==> config.mk <==
export PLATFORM = sky130hd
export DESIGN_NAME = k_times_zoom_interpolator
export DESIGN_NICKNAME = d
export VERILOG_FILES = /design/src/hw/rtl/ktz_pkg.sv /design/src/hw/rtl/ktz_div.sv /design/src/hw/rtl/k_times_zoom_interpolator.sv
export SDC_FILE = /design/constraint.sdc
export NUM_CORES = 1
export LEC_CHECK = 0
export BUFFER_PORTS_ARGS = -buffer_cell sky130_fd_sc_hd__buf_2
export CAP_MARGIN = 15
export CELL_PAD_IN_SITES_DETAIL_PLACEMENT = 1
export CELL_PAD_IN_SITES_GLOBAL_PLACEMENT = 2
export CORE_AREA = 2 2 157 82
export DETAILED_ROUTE_END_ITERATION = 10
export DIE_AREA = 0 0 159 84
export GPL_ROUTABILITY_DRIVEN = 0
export PLACE_DENSITY_LB_ADDON = 0.1
export RECOVER_POWER = 25
export SYNTH_ARGS = -nofsm -noshare
export SYNTH_HDL_FRONTEND = slang
export SYNTH_HIERARCHICAL = 1
export SYNTH_SLANG_ARGS = --single-unit
==> constraint.sdc <==
create_clock -name aclk -period 7.3 [get_ports aclk]
set_clock_uncertainty 0.1 [all_clocks]
set_input_delay 0.365 -clock aclk [delete_from_list [all_inputs] [get_ports aclk]]
set_output_delay 0.365 -clock aclk [all_outputs]
set_load 0.05 [all_outputs]
==> src/hw/rtl/ktz_pkg.sv <==
`timescale 1ns / 1ps
// Shared types and constants of the k-times zoom interpolator.
// No dependencies; imported by every module of the block.
package ktz_pkg;

    localparam int ZOOM_W = 5;
    localparam logic [ZOOM_W-1:0] ZOOM_RESET = 5'd2;

    typedef enum logic [3:0] {
        ST_IDLE = 4'b0001,
        ST_DIV  = 4'b0010,
        ST_EMIT = 4'b0100,
        ST_LAST = 4'b1000
    } state_t;

endpackage

==> src/hw/rtl/ktz_div.sv <==
`timescale 1ns / 1ps
// Restoring divider that reuses one subtract-and-compare unit, one quotient bit a cycle.
// Depends on ktz_pkg.
module ktz_div #(
    parameter int DIVIDEND_W = 8,
    parameter int DIVISOR_W  = 5
) (
    input  logic                  aclk,
    input  logic                  aresetn,
    input  logic                  start,
    input  logic [DIVIDEND_W-1:0] dividend,
    input  logic [DIVISOR_W-1:0]  divisor,
    output logic                  busy,
    output logic                  done,
    output logic [DIVIDEND_W-1:0] quotient
);
    import ktz_pkg::*;

    localparam int CNT_W = (DIVIDEND_W > 1) ? $clog2(DIVIDEND_W) : 1;

    logic [DIVIDEND_W-1:0] q_reg;
    logic [DIVISOR_W-1:0]  rem_reg;
    logic [DIVISOR_W-1:0]  div_reg;
    logic [CNT_W-1:0]      cnt_reg;
    logic                  busy_reg;
    logic                  done_reg;

    logic [DIVISOR_W:0]    trial;
    logic [DIVISOR_W:0]    diff;
    logic                  fits;

    // Shift the next dividend bit into the partial remainder and try the subtract.
    assign trial = {rem_reg, q_reg[DIVIDEND_W-1]};
    assign diff  = trial - {1'b0, div_reg};
    assign fits  = (trial >= {1'b0, div_reg});

    always_ff @(posedge aclk) begin
        if (!aresetn) begin
            busy_reg <= 1'b0;
            done_reg <= 1'b0;
            cnt_reg  <= '0;
        end else begin
            done_reg <= 1'b0;
            if (start) begin
                busy_reg <= 1'b1;
                cnt_reg  <= '0;
            end else if (busy_reg) begin
                cnt_reg <= cnt_reg + 1'b1;
                if (cnt_reg == CNT_W'(DIVIDEND_W - 1)) begin
                    busy_reg <= 1'b0;
                    done_reg <= 1'b1;
                end
            end
        end
    end

    always_ff @(posedge aclk) begin
        if (start) begin
            q_reg   <= dividend;
            rem_reg <= '0;
            div_reg <= divisor;
        end else if (busy_reg) begin
            q_reg   <= {q_reg[DIVIDEND_W-2:0], fits};
            rem_reg <= fits ? diff[DIVISOR_W-1:0] : trial[DIVISOR_W-1:0];
        end
    end

    assign busy     = busy_reg;
    assign done     = done_reg;
    assign quotient = q_reg;

endmodule

==> src/hw/rtl/k_times_zoom_interpolator.sv <==
`timescale 1ns / 1ps
// Top level of the k-times zoom interpolator: sequencer, pixel state and output register.
// Depends on ktz_pkg and ktz_div.
//
//  channel   | direction | tdata                 | tlast        | tuser
//  ----------+-----------+-----------------------+--------------+---------
//  s_        | in        | pixel_value           | line_end     | -
//  m_        | out       | out_pixel             | out_line_end | run_last
//  cfg_      | in        | zoom_factor (write only, no index)
//
// A pixel that closes a neighbor pair is accepted, divided in the divider, has its step
// loaded, then gives k output transactions. The first pixel of a line is only stored
// unless it also ends the line; a line-end pixel adds one output transaction.
// The output register lets the next pixel be accepted while the last result waits.
// A stall on m_tready holds the emit and last states; reset is synchronous and active low.
module k_times_zoom_interpolator #(
    parameter int PIXEL_BITS = 8,
    parameter int MAX_ZOOM   = 16
) (
    input  logic                                 aclk,
    input  logic                                 aresetn,
    input  logic                                 s_tvalid,
    output logic                                 s_tready,
    input  logic [((PIXEL_BITS+7)/8)*8-1:0]      s_tdata,   // [PIXEL_BITS-1:0] pixel_value
    input  logic                                 s_tlast,   // line_end
    output logic                                 m_tvalid,
    input  logic                                 m_tready,
    output logic [((PIXEL_BITS+7)/8)*8-1:0]      m_tdata,   // [PIXEL_BITS-1:0] out_pixel
    output logic                                 m_tlast,   // out_line_end
    output logic                                 m_tuser,   // run_last
    input  logic                                 cfg_we,
    input  logic [ktz_pkg::ZOOM_W-1:0]           cfg_wdata  // zoom_factor
);
    import ktz_pkg::*;

    localparam int DATA_W = ((PIXEL_BITS + 7) / 8) * 8;
    localparam int K_W    = $clog2(MAX_ZOOM + 1);
    localparam int CMP_W  = (K_W > ZOOM_W) ? K_W : ZOOM_W;

    state_t state_reg, state_next;

    logic [ZOOM_W-1:0]     zoom_reg;
    logic [PIXEL_BITS-1:0] prev_reg;
    logic                  have_prev_reg;
    logic [PIXEL_BITS-1:0] cur_reg;
    logic                  eol_reg;
    logic                  rising_reg;
    logic [K_W-1:0]        k_reg;
    logic [K_W-1:0]        n_reg;
    logic [PIXEL_BITS-1:0] val_reg;
    logic [PIXEL_BITS-1:0] step_reg;

    logic                  m_valid_reg;
    logic [PIXEL_BITS-1:0] m_pix_reg;
    logic                  m_eol_reg;
    logic                  m_run_reg;

    logic [PIXEL_BITS-1:0] in_pix;
    logic                  in_accept;
    logic                  in_rising;
    logic [PIXEL_BITS-1:0] in_diff;
    logic [CMP_W-1:0]      zoom_ext;
    logic [K_W-1:0]        k_eff;
    logic                  slot_free;
    logic                  emit_load;
    logic                  last_load;
    logic                  run_end;
    logic                  div_busy;
    logic                  div_done;
    logic [PIXEL_BITS-1:0] div_quot;

    assign in_pix    = s_tdata[PIXEL_BITS-1:0];
    assign s_tready  = (state_reg == ST_IDLE);
    assign in_accept = s_tvalid && s_tready;
    assign in_rising = (prev_reg < in_pix);
    assign in_diff   = in_rising ? (in_pix - prev_reg) : (prev_reg - in_pix);

    // Zero acts as one, and anything above the maximum is clipped to it.
    assign zoom_ext = CMP_W'(zoom_reg);
    always_comb begin
        if (zoom_ext == '0) begin
            k_eff = K_W'(1);
        end else if (zoom_ext > CMP_W'(MAX_ZOOM)) begin
            k_eff = K_W'(MAX_ZOOM);
        end else begin
            k_eff = K_W'(zoom_ext);
        end
    end

    ktz_div #(
        .DIVIDEND_W (PIXEL_BITS),
        .DIVISOR_W  (K_W)
    ) u_div (
        .aclk     (aclk),
        .aresetn  (aresetn),
        .start    (in_accept && have_prev_reg),
        .dividend (in_diff),
        .divisor  (k_eff),
        .busy     (div_busy),
        .done     (div_done),
        .quotient (div_quot)
    );

    assign slot_free = !m_valid_reg || m_tready;
    assign emit_load = (state_reg == ST_EMIT) && slot_free;
    assign last_load = (state_reg == ST_LAST) && slot_free;
    assign run_end   = (n_reg == k_reg - 1'b1);

    always_comb begin
        state_next = state_reg;
        unique case (state_reg)
            ST_IDLE: begin
                if (in_accept) begin
                    if (have_prev_reg) begin
                        state_next = ST_DIV;
                    end else if (s_tlast) begin
                        state_next = ST_LAST;
                    end
                end
            end
            ST_DIV: begin
                if (div_done) begin
                    state_next = ST_EMIT;
                end
            end
            ST_EMIT: begin
                if (emit_load && run_end) begin
                    state_next = eol_reg ? ST_LAST : ST_IDLE;
                end
            end
            ST_LAST: begin
                if (last_load) begin
                    state_next = ST_IDLE;
                end
            end
            default: state_next = ST_IDLE;
        endcase
    end

    always_ff @(posedge aclk) begin
        if (!aresetn) begin
            state_reg     <= ST_IDLE;
            zoom_reg      <= ZOOM_RESET;
            prev_reg      <= '0;
            have_prev_reg <= 1'b0;
            m_valid_reg   <= 1'b0;
        end else begin
            state_reg <= state_next;
            if (cfg_we) begin
                zoom_reg <= cfg_wdata;
            end
            if (in_accept) begin
                prev_reg      <= in_pix;
                have_prev_reg <= !s_tlast;
            end
            if (emit_load || last_load) begin
                m_valid_reg <= 1'b1;
            end else if (m_tready) begin
                m_valid_reg <= 1'b0;
            end
        end
    end

    always_ff @(posedge aclk) begin
        if (in_accept) begin
            cur_reg    <= in_pix;
            eol_reg    <= s_tlast;
            rising_reg <= in_rising;
            k_reg      <= k_eff;
            val_reg    <= prev_reg;
        end
        if (div_done) begin
            step_reg <= div_quot;
            n_reg    <= '0;
        end
        if (emit_load) begin
            val_reg <= rising_reg ? (val_reg + step_reg) : (val_reg - step_reg);
            n_reg   <= n_reg + 1'b1;
            m_pix_reg <= val_reg;
            m_eol_reg <= 1'b0;
            m_run_reg <= !eol_reg && run_end;
        end else if (last_load) begin
            m_pix_reg <= cur_reg;
            m_eol_reg <= 1'b1;
            m_run_reg <= 1'b1;
        end
    end

    assign m_tvalid = m_valid_reg;
    assign m_tdata  = DATA_W'(m_pix_reg);
    assign m_tlast  = m_eol_reg;
    assign m_tuser  = m_run_reg;

    // A pixel that closes a pair must start the divider.
    assert property (@(posedge aclk) disable iff (!aresetn)
        in_accept && have_prev_reg |=> state_reg == ST_DIV)
        else $error("pair pixel did not start the divide");

    // The divider only runs while the sequencer waits for it.
    assert property (@(posedge aclk) disable iff (!aresetn)
        (div_busy || div_done) |-> state_reg == ST_DIV)
        else $error("divider active outside the divide state");

    // The run counter never passes the zoom factor.
    assert property (@(posedge aclk) disable iff (!aresetn)
        state_reg == ST_EMIT |-> n_reg < k_reg)
        else $error("run counter out of range");

    // A result is never overwritten while it is stalled.
    assert property (@(posedge aclk) disable iff (!aresetn)
        m_valid_reg && !m_tready |-> !emit_load && !last_load)
        else $error("output register overwritten during stall");

endmodule
## Word level (Yosys, flattened, before mapping)

Index checks and enable logic that the tools add are counted.

- Input bits: 19
- Latch bits: 0
- Logic and storage cells: 94
- Memory bits (read-only): 0
- Output and inout bits: 12
- Memory bits (writable): 0
- Memories kept: 0
- Register bits after elaboration: 88

- $add $sub $neg: 8
- Equal/unequal tests: 11
- Muxes and demuxes: 29
- Reduce and logical (&&, ||, !) cells: 20
- Shift-type cells: 0
- Multiply operators: 0
- Div/mod/pow operators: 0
- $lt $le $gt $ge: 3
- Bitwise operators: 2

Operators with widths:

| cell | count |
|---|---|
| two-way mux 8 bit | 8 |
| two-way mux 4 bit | 7 |
| two-way mux 5 bit | 5 |
| subtractor 8 bit | 3 |
| one-hot mux 4 bit (4 select lines) | 1 |
| nonzero test 2 bit | 5 |
| adder 8 bit | 1 |
| less-than comparator 8 bit | 1 |
| two-way mux 1 bit | 8 |
| greater-or-equal comparator 6 x 5 -> 1 bit | 1 |
| logical AND 1 bit | 6 |
| != test 2 x 1 -> 1 bit, second input constant | 3 |
| adder 5 x 1 -> 5 bit, second input constant | 1 |
| equality test 5 bit | 1 |
| > comparator 5 bit, second input constant | 1 |
| zero test 5 bit | 1 |
| AND reduction 5 bit | 1 |
| subtractor 5 x 1 -> 5 bit, second input constant | 1 |
| subtractor 5 bit | 1 |
| equality test 4 x 1 -> 1 bit, second input constant | 1 |
| equality test 4 x 2 -> 1 bit, second input constant | 1 |
| equality test 4 x 3 -> 1 bit, second input constant | 1 |
| equality test 4 bit, second input constant | 1 |
| adder 3 x 1 -> 3 bit, second input constant | 1 |
| 8 further kinds | 12 |

## Depth between registers and ports, before layout

- Depth in word-level cells: 6
- Gate-level depth with buffers: 10
- Gate-level depth less buffers: 10

## Modules after synthesis

The synthesis kept the hierarchy.

By module, submodules not included:

| module | area each (µm²) | seq. area each (µm²) | times used | cells an instance |
|---|---|---|---|---|
| k_times_zoom_interpolator | 3669.8 | 1751.7 | 1 | 339 |
| ktz_div | 1146.1 | 590.6 | 1 | 98 |

## Worst setup path after synthesis

No wires, ideal clock.

- Path type: reg-to-reg
- Start point: register state_reg[3]
- End point: register u_div.q_reg[1] (netlist: u_div/quotient[1]), data pin
- Path buffers: 2
- Stages on the path, launching flop included: 9
- Setup time: 0.260 ns
- Period minus slack after synthesis: 3.158 ns
- Data required time: 6.940 ns
- Setup slack: 4.142 ns
- Arrival time: 2.798 ns
- Path through: dfxtp_1 > nor4b_4 > nand2_1 > inv_2 > nand2_1 > inv_1 > clkbuf_1 > buf_1 > mux2_2

- Word-level cells in the longest chain between the ends: 4

RTL lines:

| what | RTL line | text |
|---|---|---|
| start: declaration | k_times_zoom_interpolator.sv:40 | `state_t state_reg, state_next;` |
| start signal: assignment | k_times_zoom_interpolator.sv:148 | `state_reg <= state_next;` |
| equality test 4 x 1 -> 1 bit | k_times_zoom_interpolator.sv:73 | `assign s_tready = (state_reg == ST_IDLE);` |
| net s_tready | k_times_zoom_interpolator.sv:23 | `output logic s_tready,` |
| logical AND 1 bit | k_times_zoom_interpolator.sv:74 | `assign in_accept = s_tvalid && s_tready;` |
| logical AND 1 bit | k_times_zoom_interpolator.sv:96 | `.start (in_accept && have_prev_reg),` |
| two-way mux 8 bit | ktz_div.sv:58 | `if (start) begin` |
| end signal: assignment | ktz_div.sv:59 | `q_reg <= dividend;` |
| end signal: assignment | ktz_div.sv:63 | `q_reg <= {q_reg[DIVIDEND_W-2:0], fits};` |
| end: declaration | ktz_div.sv:21 | `logic [DIVIDEND_W-1:0] q_reg;` |

The timed path passes the listed nets, and every way through them passes these cells.
A chain may end at the register's enable or synchronous reset.

## Worst setup path in the final report

- Start point: register state_reg[3]
- End point: register u_div.rem_reg[0]

- Word-level cells in the longest chain between the ends: 3

RTL lines:

| what | RTL line | text |
|---|---|---|
| equality test 4 x 1 -> 1 bit | k_times_zoom_interpolator.sv:73 |  |
| logical AND 1 bit | k_times_zoom_interpolator.sv:74 |  |
| logical AND 1 bit | k_times_zoom_interpolator.sv:96 |  |
| end signal: assignment | ktz_div.sv:64 | `rem_reg <= fits ? diff[DIVISOR_W-1:0] : trial[DIVISOR_W-1:0];` |
| end: declaration | ktz_div.sv:22 | `logic [DIVISOR_W-1:0] rem_reg;` |

No other way between the ends.

==> impl_results.md <==
* Run status: completed
* Syn nets at 493
* Slew @ Worst Pin at about 830 ps
* Max VDD drop at around 120 µV
* Die ar. at ~13000 µm²
* Worst Hold Launch: cfg_wdata[1]
* Total number of vias at 3275
* Number of global-route vias before repair at 3287
* Post-synth top area cell: edfxtp_1
* Clock transition at path regs at 70 ps
* Total GRT Usage at 18.6%
* Top Usage Layer GRT: met1
* ANT nets after route at 0
* Residual DRC at 0
* Layout cells sized above 1 at 13.8%
* Vias per cell at about 5.1
* # fillers at 1367
* Area Overhead vs Synth at 12.3%
* Count leader, synth: edfxtp_1
* Routed WL at 11.9 mm
* CTS H-tree lvls at 3
* CTS sink cnt at 88
* Sum Neg Setup Slack at 0 ps
* Largest net degree at the start of global routing at 33
* Power Density at 309 nW/µm²
* Critical-path top delay cell: inv_1
* Drt first pass iters at 5
* Worst setup EP type: flip-flop
* FF-to-FF setup slack at just over 4000 ps
* Max-slew violations at 0
* Top Ports at 31
* Crit path max-delay family: buffers and inverters
* Slew headroom at 44.3%
* Die height at 84 µm
* EDFF count, synth at 58
* Worst Hold Class: input pin to flip-flop
* Clk root buf: clkbuf_16
* Total of warnings raised by yosys at 6
* Critical path data required time at 7430 ps
* WS Path Type: flip-flop to flip-flop
* Cells after synthesis at 437
* Hpwl dp at 8.95 mm
* Die Wd at 159 µm
* CTS tree: yes
* Reg2reg end: u_div/rem_reg[0]
* CP startpoint kind: flip-flop
* Met2 Use GR at 22.9%
* Mapped Avg Cell Area at between 10 and 15 µm²
* Met3 Usage GRT at under 10%
* Final period utilization at 44.7%
* Max Buffers Root-to-Sink at 2
* Max Cap Viol at 0
* Minimum clock period at 3260 ps
* Sequential area share after synthesis at 48.6%
* Antenna cells at 0
* WHS Endpoint: zoom_ext[1]
* Post-synth top area share at 36.2%
* Finish-stage setup viols at 0
* Worst R2R Start: state_reg[3]
* Crit path max fanout at 26
* TritonCTS buffer count at 9
* Hold WS at 153 ps
* PortBufs at 30
* Cts repair resizes at 0
* Crit-path most repeated cell: nand2_1
* Remaining Overflow, GRT at 0
* Core area at between 10000 and 15000 µm²
* First-pass GRT wire length at around 19 mm
* Hold Violations, Final at 0
* Site Rows at 29
* DR WL/cell at 18.6 µm
* Antenna violations before repair at 0
* Nets@finish at 522
* Post-CTS Setup Bufs at 0
* Worst path max stage delay at 640 ps
* Starting Density at 39.5%
* Worst hold stages at 3
* Crit path DAT at 3390 ps
* RSZ-0062 raised after global routing: no
* Synth cell count leaders: edfxtp_1 (58), nand2_1 (37), ha_1 (33), inv_1 (33), dfxtp_1 (30)
* Clk Latency, worst-skew pair at 340 ps
* FMAX at slightly above 300 MHz
* Top cells by area, synth: edfxtp_1 (36%), dfxtp_1 (12%), ha_1 (8.6%)
* #FFs+latches synth at 88
* Async S/R FF share, synth at 0%
* Leak at roughly 2.2 nW
* Cts hold-fix bufs at 0
* Cell Area, Synth at 4820 µm²
* R2R depth at 7
* WP buf/inv at 2
* Crit-path cells: nor4b_4 -> nand2_1 -> inv_2 -> nand2_1 -> inv_1 -> nor2b_1 -> a311o_1
* Post-synthesis cell type count at 55
* Design Power at ~1.7 mW
* Initial DRC count at 163
* M1 GR Usage at between 30% and 40%
* Ys flop type: edfxtp_1
-- cells in the final DEF, fill, tap and decap left out, types with 2 or more instances in the layout --
cell type and n:
nand2b_1 9, and3_1 2, xnor2_1 17, a31oi_1 6, buf_2 20, ha_1 33, o21ai_0 21, and2_1 2
nor3b_1 3, xor2_1 16, dfxtp_1 30, nand3b_1 3, a311o_1 2, o41ai_1 2, a21oi_1 27, nor3_1 6
nor2b_1 7, nand2_1 37, mux2_2 19, o21a_1 2, a211oi_1 4, fa_1 4, a21boi_0 2, nor4_1 2
clkbuf_1 11, or2_2 2, nor2_1 29, edfxtp_1 58, a211o_1 4, mux2i_1 13, inv_6 2, nor4b_4 2
a21o_1 6, nand3_1 3, inv_1 33, clkbuf_16 9
-- worst max-delay path by stage --
stage            startpoint                 to  depth (start not counted)
4_1_cts        state_reg[3]   u_div/rem_reg[0]                          7
3_3_place_gp   state_reg[3]   u_div/rem_reg[0]                          7
6_report       state_reg[3]   u_div/rem_reg[0]                          7
3_5_place_dp   state_reg[3]   u_div/rem_reg[0]                          7
2_1_floorplan  state_reg[3]  u_div/quotient[1]                          8
5_1_grt        state_reg[3]   u_div/rem_reg[0]                          7
-- layout make-up --
cell class / instances / area [µm²] / area share, %
inverters: 34 / 128 / 2.36
multi-input cells: 303 / 2290 / 42.4
flip-flops and latches: 88 / 2340 / 43.3
clock inverters: 6 / 66.3 / 1.23
clock buffers: 10 / 229 / 4.24
repair buffers: 30 / 138 / 2.55
well taps: 170 / 213 / 3.93
-- kinds of logic after synthesis --
group | after synthesis | share of synthesized area [%]
xor+xnor | 33 | 6.00
mux | 32 | 7.14
fa+ha+maj | 37 | 10.2
compound gates | 85 | 11.4
simple gates | 116 | 12.8
flops | 88 | 48.6
buf+inv | 46 | 3.79
-- layer usage --
| layer | wire length [µm] | vias up |
|---|---|---|
| met2 | 4490 | 39 |
| li1 | - | 1607 |
| met3 | 403 | 2 |
| met1 | 7010 | 1627 |
| met4 | 29 | 0 |
| met5 | 0 | - |
-- where the power goes --
group          internal [mW]  leakage, nW  total, mW  switching, mW
Sequential             0.631        0.797      0.703         0.0723
Combinational          0.207         1.21      0.502          0.295
Clock                  0.267        0.144      0.466          0.198
-- through the flow --
step / instances / util (%) / cell area (µm²) / setup slack [ps]
final: 641 / 44.3 / 5410 / 4040
after global routing: 641 / 44.3 / 5410 / 3760
after CTS: 641 / 44.4 / 5420 / 3990
after detailed placement: 625 / 42.0 / 5120 / 4010
after global placement: 625 / 42.0 / 5120 / 4160
after floorplan: 437 / - / 4820 / 4140
-- tightest hold or removal path, delay by kind of cell --
family | cells | cell delay [ps]
mux | 1 | 60
buf+inv | 1 | 80
simple gates | 1 | 60
No activity file was read; power rests on OpenSTA's default activity.
